<file path="config.mk">
export PLATFORM = sky130hd
export DESIGN_NAME = ehp_cfg
export DESIGN_NICKNAME = d
export VERILOG_FILES = /design/src/sv/ehp_pkg.sv /design/src/sv/ehp_cfg.sv
export SDC_FILE = /design/constraint.sdc
export NUM_CORES = 1
export LEC_CHECK = 0
export BUFFER_PORTS_ARGS = -buffer_cell sky130_fd_sc_hd__buf_2
export CORE_MARGIN = 1.5
export CORE_UTILIZATION = 51
export DETAILED_ROUTE_END_ITERATION = 8
export PLACE_DENSITY = 0.83
export SYNTH_ARGS = -nofsm -noshare
export SYNTH_HDL_FRONTEND = slang
export SYNTH_SLANG_ARGS = --single-unit
</file>
<file path="constraint.sdc">
create_clock -name aclk -period 2 [get_ports aclk]
set_clock_uncertainty 0.05 [all_clocks]
set_input_delay 0.4 -clock aclk [delete_from_list [all_inputs] [get_ports aclk]]
set_output_delay 0.4 -clock aclk [all_outputs]
set_load 0.005 [all_outputs]
</file>
<file path="src/sv/ehp_pkg.sv">
// ----------------------------------------------------------------------------
// ECG high-pass package
// Shared widths, reset values, register indexes, lead-off masks and the
// configuration bundle of the ECG high-pass block.
// ----------------------------------------------------------------------------
package ehp_pkg;

    // Default values of the top level parameters.
    localparam int LEAD_COUNT_DEF    = 8;
    localparam int SAMPLE_BITS_DEF   = 24;
    localparam int FRACTION_BITS_DEF = 16;

    // Fixed frame layout.
    localparam int MAX_LEADS   = 8;
    localparam int OUT_W       = 32;
    localparam int OUT_DATA_W  = MAX_LEADS * OUT_W;
    localparam int LEAD_OFF_W  = 9;
    localparam int REQ_W       = 8;
    localparam int USER_BITS   = LEAD_OFF_W + 1 + 1 + REQ_W;
    localparam int USER_W      = ((USER_BITS + 7) / 8) * 8;

    // Field offsets inside the input tuser.
    localparam int USER_OFF_LSB    = 0;
    localparam int USER_OFFSET_BIT = LEAD_OFF_W;
    localparam int USER_CALIB_BIT  = LEAD_OFF_W + 1;
    localparam int USER_REQ_LSB    = LEAD_OFF_W + 2;

    // Coefficient and counter formats.
    localparam int COEFF_W    = 16;
    localparam int COEFF_FRAC = 16;
    localparam int COUNT_W    = 9;

    // Configuration port.
    localparam int CFG_INDEX_W = 2;
    localparam int CFG_DATA_W  = 16;

    localparam logic [CFG_INDEX_W-1:0] REG_HP_COEFF = 2'd0;
    localparam logic [CFG_INDEX_W-1:0] REG_SETTLE   = 2'd1;
    localparam logic [CFG_INDEX_W-1:0] REG_RESTART  = 2'd2;

    // Register reset values.
    localparam logic [COEFF_W-1:0] HP_COEFF_RESET = 16'd65496;
    localparam logic [COUNT_W-1:0] SETTLE_RESET   = 9'd500;
    localparam logic [COUNT_W-1:0] RESTART_RESET  = 9'd12;

    // Electrodes that feed each lead: lead I uses RA and LA, lead II uses
    // RA and LL, each chest lead uses its own electrode plus RA, LA and LL.
    localparam logic [LEAD_OFF_W-1:0] LEAD_OFF_MASK [MAX_LEADS] = '{
        9'h003, 9'h005, 9'h00F, 9'h017, 9'h027, 9'h047, 9'h087, 9'h107
    };

    // Register values as seen by every lane.
    typedef struct packed {
        logic [COEFF_W-1:0] hp_coeff;
        logic [COUNT_W-1:0] settle_samples;
        logic [COUNT_W-1:0] restart_samples;
    } ehp_cfg_t;

endpackage

</file>
<file path="src/sv/ehp_cfg.sv">
// ----------------------------------------------------------------------------
// ECG high-pass configuration registers
// Holds the feedback coefficient and the two settling counts, written over
// a valid/ready channel that is always ready.
// ----------------------------------------------------------------------------
module ehp_cfg
    import ehp_pkg::*;
(
    input  logic                   aclk,
    input  logic                   aresetn,
    input  logic                   cfg_valid,
    output logic                   cfg_ready,
    input  logic [CFG_INDEX_W-1:0] cfg_index,
    input  logic [CFG_DATA_W-1:0]  cfg_data,
    output ehp_cfg_t               cfg
);

    ehp_cfg_t cfg_reg;
    ehp_cfg_t cfg_next;

    // A write request is taken in every cycle.
    assign cfg_ready = 1'b1;

    // Decode the register index; unknown indexes leave everything alone.
    always_comb begin
        cfg_next = cfg_reg;
        if (cfg_valid) begin
            unique case (cfg_index)
                REG_HP_COEFF: cfg_next.hp_coeff        = cfg_data[COEFF_W-1:0];
                REG_SETTLE:   cfg_next.settle_samples  = cfg_data[COUNT_W-1:0];
                REG_RESTART:  cfg_next.restart_samples = cfg_data[COUNT_W-1:0];
                default:      cfg_next = cfg_reg;
            endcase
        end
    end

    always_ff @(posedge aclk) begin
        if (!aresetn) begin
            cfg_reg.hp_coeff        <= HP_COEFF_RESET;
            cfg_reg.settle_samples  <= SETTLE_RESET;
            cfg_reg.restart_samples <= RESTART_RESET;
        end else begin
            cfg_reg <= cfg_next;
        end
    end

    assign cfg = cfg_reg;

endmodule

</file>
==> results of run 1 <==
## cells by family (layout without fill, tap and decap cells)
group                  Yosys count  after routing  synth area share (%)
AO/OA/AOI/OAI                    8              8                  4.07
buffers and inverters           20             73                  8.39
AND/OR/NAND/NOR                 53             53                  23.6
multiplexers                    26             26                  17.6
other                            1              1                 0.254
flip-flops                      34             34                  46.1
## metrics by stage
step	hold WS, ns	power, W	utilization [%]	worst slack, ns	instance area (um^2)
2_1_floorplan	0.401	0.000827	-	0.867	1480
3_5_place_dp	0.406	0.000882	62.2	0.533	1710
3_3_place_gp	0.395	0.000874	62.2	0.598	1710
5_1_grt	0.237	0.00142	64.9	0.658	1790
6_report	0.248	0.00136	64.9	0.729	1790
4_1_cts	0.240	0.00137	64.9	0.713	1790
## cell usage after synthesis (2+ instances only)
cell	count
nand2_1	23
nand4bb_1	6
o211ai_1	8
nand3b_4	2
nor2b_1	18
buf_6	3
buf_4	3
inv_1	8
mux2i_1	26
buf_2	3
dfxtp_1	34
## power by group through the flow
stage               Combinational (W)  Clock (W)  Sequential (W)
floorplan                   0.0000921          0        0.000734
CTS                          0.000150   0.000501        0.000717
detailed placement           0.000150          0        0.000732
global route                 0.000162   0.000540        0.000720
finish                       0.000148   0.000491        0.000716
global placement             0.000143          0        0.000731
## final timing paths
| path | from | to | slack, ns | cells after the start |
|---|---|---|---|---|
| setup / recovery | cfg[17]$_SDFFE_PN1P_ | cfg[17] | 0.73 | 1 |
| hold / removal | cfg_data[7] | cfg[7]$_SDFFE_PN0P_ | 0.25 | 3 |
| setup reg to reg | cfg[29]$_SDFFE_PN1P_ | cfg[29]$_SDFFE_PN1P_ | 1.29 | 2 |
| hold reg to reg | cfg[12]$_SDFFE_PN0P_ | cfg[12]$_SDFFE_PN0P_ | 0.42 | 2 |
## cells in the final DEF, fill, tap and decap left out
| master | synthesis | final |
|---|---|---|
| buf_2 | 3 | 54 |
| dfxtp_1 | 34 | 34 |
| mux2i_1 | 26 | 26 |
| nand2_1 | 23 | 23 |
| nor2b_1 | 18 | 18 |
| inv_1 | 8 | 8 |
| o211ai_1 | 8 | 8 |
| nand4bb_1 | 6 | 6 |
| clkbuf_4 | 0 | 5 |
| buf_4 | 3 | 3 |
| nand3b_4 | 2 | 2 |
| clkbuf_1 | 1 | 2 |
| nor3b_2 | 1 | 1 |
| and3b_1 | 1 | 1 |
| nand4b_1 | 1 | 1 |
| or4bb_1 | 1 | 1 |
| conb_1 | 1 | 1 |
| bufinv_16 | 0 | 1 |
## final cells by class
| cell class | instances | area share, % |
|---|---|---|
| Sequential cell | 34 | 38.0 |
| Multi-Input combinational cell | 88 | 37.6 |
| Timing Repair Buffer | 57 | 16.4 |
| Clock buffer | 7 | 2.52 |
| Tap cell | 31 | 2.17 |
| Clock inverter | 1 | 1.68 |
| Inverter | 8 | 1.68 |
## layer usage
metal	routed length, um	global-route usage [%]
met5	0	0
met4	72	12.3
met3	271	6.91
met2	1560	36.2
met1	1220	21.9
==> results.cfg, run 1 <==
[status]
outcome = finished clean

[setup_path]
crit_type = reg2out
crit_required_ns = 1.55
crit_chain = buf_2
crit_family = flip-flops
path_buf_inv = 1
slowest_stage = dfxtp_1
start_kind = flop
crit_path_end_kind = output pin
arrival_ns = 0.82
cp_max_fo = 2
crit_path_max_incr_delay_ns = 0.36

[power_and_ir_drop]
p_leak_nw = 0.898
vdd_drop_max_mv = 0.568
internal-power_w = 0.00104
sw_frac_of_total_pct = 23.1
power_density_mw_per_mm2 = 757
p_clk_share_pct = 36.2
p_sw_w = 0.000313
comb_power_share_pct = 10.9
seqPwrFrac_pct = 52.9

[final_layout]
syn2layout_area_growth_pct = 21.2
multi_input_area_um2 = 672
fin_nets = 215
antennaDiodeCount = 0
final_cells = 226
largest_reg_flops = 34
fillers = 252
regArea_um2 = 681
drive_above_1_share_pct = 33.8

[synth]
netlist_instances = 142
synth_edf_count = 0
synthesis.nets = 163
synth_cell_type_count = 19
syn-cell-area_mm2 = 0.00148
ys_ff_latch = 34
synth_top_area_share_pct = 46.1
synth_area_leaders = dfxtp_1 (46%), mux2i_1 (18%), nor2b_1 (7.6%)
syn_area_per_cell_um2 = 10.4
async_reset_ff_share_pct = 0
synth-seq-area-share_pct = 46.1
synth_ff_type = dfxtp_1
yosysTopAreaCell = dfxtp_1
synth.yosys.warnings = 0

[grt]
antenna_found_initial = 0
grt_pass1_vias = 1195
overflow = 0
grt_pass1_wl_mm = 5.09
grt_max_degree = 41
grt.total_usage_pct = 20.9

[floorplanning]
core_area_mm2 = 0.00276
die_area_mm2 = 0.00323
die_w_um = 56.8
start_util_pct = 53.5
io_pins = 56
die_h_um = 56.8
rows = 19

[place]
placed_cells = 218
gp_congestion = 0.813
hpwlAfterDp_mm = 2.34
place.port_buffers = 54

[detailed_routing]
first_pass_iters = 4
final_antenna_net_count = 0
first_iter_violations = 18
wl_per_cell_um = 13.8
routed_wl_mm = 3.12
drt-vias-per-instance = 5.26
route.vias.total = 1188
remaining_drc_errors = 0

[clocking]
htree_levels = 2
cts_resized = 0
cts_buffers = 5
cts-root-buf = clkbuf_4
clockBufferDepth = 2
clk_pin_slew_ns = 0.11
post_cts_buffers = 0
clock_sinks = 34
cts_tree = built
cts_hold_buf = 0
clock_latency_ns = 0.34

[timing]
slew_violations = 0
finalHoldViolCount = 0
finalSetupTns_ns = 0
fmax_ghz = 0.787
timing.slew.headroom_pct = 63.1
finalCriticalPeriod_ns = 1.27
finalSetupViolations = 0
rsz0062_at_grt = false
worst_slew_pin_slew_ns = 0.553
fin_crit_sh_pct = 63.6

[run]
max_cap_violations = 0

[worst_hold_path]
hold_class = in2reg
Note: power is estimated with default switching activity, not from simulation.
==> inputs of run 2 (changes only) <==
Settings changed: CORE_UTILIZATION 51 to 43, PLACE_DENSITY 0.83 to 0.74.
Clock period 2 ns to 1.1 ns, I/O delays scaled along.
==> results.cfg, run 2 (synthesized netlist as in run 1, its figures left out) <==
[setup_path]
start_kind = flop
crit_required_ns = 0.83
arrival_ns = 0.79
crit_chain = buf_2
crit_family = flip-flops
slowest_stage = dfxtp_2
crit_path_end_kind = output pin
crit_path_max_incr_delay_ns = 0.33
crit_type = reg2out
cp-startpoint = cfg[10]$_SDFFE_PN0P_
cp_max_fo = 2
path_buf_inv = 1
r2r-start = cfg[25]$_SDFFE_PN1P_

[final_layout]
largest_reg_flops = 34
fin_nets = 222
layout_commonest_cell = buf_2
syn2layout_area_growth_pct = 29.7
post-route-cell-area_mm2 = 0.00192
final_cells = 248
most-common-layout-cells = buf_2 (51), dfxtp_2 (31), mux2i_1 (26), nand2_1 (23), nor2b_1 (18)
drive_above_1_share_pct = 52.0
antennaDiodeCount = 0

[clocking]
post_cts_buffers = 0
cts_tree = built
cts_buffers = 5
clockBufferDepth = 2
clock_sinks = 34
cts-root-buf = clkbuf_4
clk_pin_slew_ns = 0.10
cts_hold_buf = 0
htree_levels = 2
clock_latency_ns = 0.33

[place]
placedInstanceArea_mm2 = 0.00180
placed_cells = 240
place.port_buffers = 54
hpwlAfterDp_mm = 2.42
gp_congestion = 0.803

[run]
max_cap_violations = 0

[floorplanning]
io_pins = 56
start_util_pct = 44.6
core_area_mm2 = 0.00331
die_h_um = 61.6
die_w_um = 61.6
die_area_mm2 = 0.00379
rows = 21

[power_and_ir_drop]
p_leak_nw = 0.939
seqPwrFrac_pct = 56.6
sw_frac_of_total_pct = 24.4
vdd_drop_max_mv = 0.719
p_sw_w = 0.000566
p_clk_share_pct = 30.5
power_density_mw_per_mm2 = 1210
comb_power_share_pct = 12.9
internal-power_w = 0.00176

[detailed_routing]
drt-vias-per-instance = 4.86
route.vias.total = 1205
first_pass_iters = 4
first_iter_violations = 19
wl_per_cell_um = 13.0
remaining_drc_errors = 0
routed_wl_mm = 3.22
final_antenna_net_count = 0

[grt]
grt_pass1_vias = 1114
overflow = 0
grt_pass1_wl_mm = 4.94
antenna_found_initial = 0
grt.total_usage_pct = 18.5
grt_max_degree = 37

[status]
outcome = finished clean

[timing]
finalCriticalPeriod_ns = 1.06
fin_crit_sh_pct = 96.5
finalSetupViolations = 0
finalHoldViolCount = 0
slew_violations = 0
rsz0062_at_grt = true
fmax_ghz = 0.942

[worst_hold_path]
hold_class = in2reg
min_from = cfg_data[8]
run 2: changes by cell type in the layout (fill, tap and decap cells not counted), moves of 3 or more:
| cell | previous run | this run |
|---|---|---|
| dfxtp_2 | 0 | 31 |
| buf_2 | 54 | 51 |
| buf_4 | 3 | 9 |
| dfxtp_1 | 34 | 3 |
| buf_6 | 0 | 3 |
run 2: tightest hold or removal path, delay by kind of cell:
kind	cells	cell delay (ns)
buf+inv	1	0.11
mux	1	0.05
simple gates	1	0.05
run 2: worst paths after layout:
| path | depth (start not counted) | slack, ns | end |
|---|---|---|---|
| max | 1 | 0.04 | cfg[10] |
| min | 3 | 0.08 | cfg[8]$_SDFFE_PN0P_ |
| max reg2reg | 2 | 0.38 | cfg[25]$_SDFFE_PN1P_ |
| min reg2reg | 2 | 0.42 | cfg[4]$_SDFFE_PN0P_ |
run 2: metal layers:
layer | share of wire (%) | wire length, um | track usage, %
met5 | 0 | 0 | 0
met4 | 1.5 | 48 | 6.38
met3 | 6.8 | 220 | 8.40
met2 | 49 | 1580 | 32.3
met1 | 43 | 1370 | 19.7
run 2: layout make-up:
cell class              count  area, um^2
inverters                   8        30.0
repair buffers             64         377
fillers                   303        1400
flip-flops and latches     34         719
multi-input cells          88         672
clock inverters             1        5.00
clock buffers               7        55.1
well taps                  46        57.6
run 2: power by group through the flow:
stage / Clock, W / Sequential, W / Combinational [W]
after global placement: 0 / 0.00133 / 0.000286
after detailed placement: 0 / 0.00133 / 0.000296
after CTS: 0.000740 / 0.00131 / 0.000297
after global routing: 0.000796 / 0.00132 / 0.000333
after floorplan: 0 / 0.00134 / 0.000167
final: 0.000709 / 0.00131 / 0.000299
run 2: repair_timing:
action / 4_1_cts / 5_1_grt
pin swaps: 0 / 0
resized for setup: 2 / 32
endpoints found under the setup margin: 2 / 30
run 2: per-stage QoR:
stage	power, W	worst slack [ns]	utilization (%)	setup TNS [ns]	hold WS (ns)
floorplan	0.00150	0.147	-	0	0.309
global placement	0.00162	0.0218	54.3	0	0.394
detailed placement	0.00163	-0.0531	54.3	-0.239	0.409
CTS	0.00234	0.00315	56.2	0	0.0791
global route	0.00245	-0.00776	57.9	-0.0241	0.0636
finish	0.00232	0.0386	57.9	0	0.0825
==> inputs of run 3 (changes only) <==
Settings changed: CORE_UTILIZATION 43 to 51, PLACE_DENSITY 0.74 to 0.83.
Clock period 1.1 ns to 1.3 ns, I/O delays scaled along.
==> results.cfg, run 3 (synthesized netlist as in run 1, its figures left out) <==
[worst_hold_path]
hold_class = in2reg
holdPathStages = 3
min_from = cfg_data[3]

[power_and_ir_drop]
seqPwrFrac_pct = 56.5
p_leak_nw = 0.907
power_density_mw_per_mm2 = 1080
p_sw_w = 0.000487
p_clk_share_pct = 31.3
sw_frac_of_total_pct = 25.0
internal-power_w = 0.00146
comb_power_share_pct = 12.1
vdd_drop_max_mv = 0.880

[floorplanning]
die_h_um = 56.8
start_util_pct = 53.5
io_pins = 56
die_w_um = 56.8
die_area_mm2 = 0.00323
rows = 19
core_area_mm2 = 0.00276

[final_layout]
antennaDiodeCount = 0
most-common-layout-cells = buf_2 (54), dfxtp_1 (34), mux2i_1 (26), nand2_1 (23), nor2b_1 (18)
largest_reg_flops = 34
drive_above_1_share_pct = 35.5
post-route-cell-area_mm2 = 0.00181
layout_commonest_cell = buf_2
fin_nets = 217
finalCoreUtilization_pct = 65.5
syn2layout_area_growth_pct = 22.3
final_cells = 228

[timing]
finalCriticalPeriod_ns = 1.13
finalSetupTns_ns = 0
rsz0062_at_grt = false
fin_crit_sh_pct = 87.1
timing.hold.ws_ns = 0.126
finalSetupViolations = 0
slew_violations = 0
finalHoldViolCount = 0
fmax_ghz = 0.883

[status]
outcome = finished clean

[clocking]
cts_hold_buf = 0
clockBufferDepth = 2
cts_buffers = 5
cts_tree = built
cts_resized = 0
clock_sinks = 34
htree_levels = 2
clock_latency_ns = 0.33
clk_pin_slew_ns = 0.11
cts-root-buf = clkbuf_4
post_cts_buffers = 0

[detailed_routing]
first_pass_iters = 4
final_antenna_net_count = 0
routed_wl_mm = 3.00
route.vias.total = 1162
first_iter_violations = 26
wl_per_cell_um = 13.2
remaining_drc_errors = 0
drt-vias-per-instance = 5.10

[setup_path]
crit_required_ns = 0.99
crit_type = reg2out
path_depth = 1
arrival_ns = 0.82
crit_family = flip-flops
cp-startpoint = cfg[17]$_SDFFE_PN1P_
reg2reg_depth = 2
r2r-start = cfg[29]$_SDFFE_PN1P_
crit_chain = buf_2
crit_path_max_incr_delay_ns = 0.37
crit_path_end_kind = output pin
cp_max_fo = 2
start_kind = flop
slowest_stage = dfxtp_1
path_buf_inv = 1

[grt]
grtUsageMet2_pct = 36.0
grt_util_met3_pct = 8.53
grt.total_usage_pct = 19.8
antenna_found_initial = 0
busiest_layer = met2
met1_usage_pct = 20.8
grt_pass1_wl_mm = 4.84
grt_pass1_vias = 1116
overflow = 0
grt_max_degree = 50

[run]
max_cap_violations = 0

[place]
hpwlAfterDp_mm = 2.23
gp_congestion = 0.753
place.port_buffers = 54
placed_cells = 220
placedInstanceArea_mm2 = 0.00174
-- run 3: changes by cell type in the layout (fill, tap and decap cells not counted) --
| cell | change |
|---|---|
| buf_2 | +3 |
| buf_4 | -5 |
| buf_6 | -3 |
| clkbuf_1 | -1 |
| clkinvlp_4 | +1 |
| dfxtp_2 | -31 |
| dfxtp_1 | +31 |
-- run 3: stage by stage --
stage	power (W)	setup slack [ns]
after floorplan	0.00127	0.307
after global placement	0.00135	0.163
after detailed placement	0.00136	0.111
after CTS	0.00197	0.156
after global routing	0.00205	0.120
final	0.00195	0.167
-- run 3: power groups by stage --
stage / registers (W) / clock network, W / logic (W)
global placement: 0.00112 / 0 / 0.000230
CTS: 0.00110 / 0.000630 / 0.000239
floorplan: 0.00113 / 0 / 0.000142
finish: 0.00110 / 0.000611 / 0.000236
detailed placement: 0.00113 / 0 / 0.000238
global route: 0.00111 / 0.000682 / 0.000260
-- run 3: worst paths after layout --
path                               end  slack [ns]
hold / removal    cfg[12]$_SDFFE_PN0P_        0.13
setup / recovery               cfg[17]        0.17
hold reg to reg    cfg[6]$_SDFFE_PN0P_        0.41
setup reg to reg  cfg[29]$_SDFFE_PN1P_        0.60
-- run 3: per-layer routing --
layer	share of wire, %	vias up
met2	50	47
met4	0.63	0
li1	-	583
met3	7.8	2
met5	0	-
met1	41	530
-- run 3: final cells by class --
type	count	area, um^2
Fill cell	227	952
Sequential cell	34	681
Clock buffer	6	51.3
Inverter	8	30.0
Tap cell	31	38.8
Timing Repair Buffer	59	320
Clock inverter	2	12.5
Multi-Input combinational cell	88	672
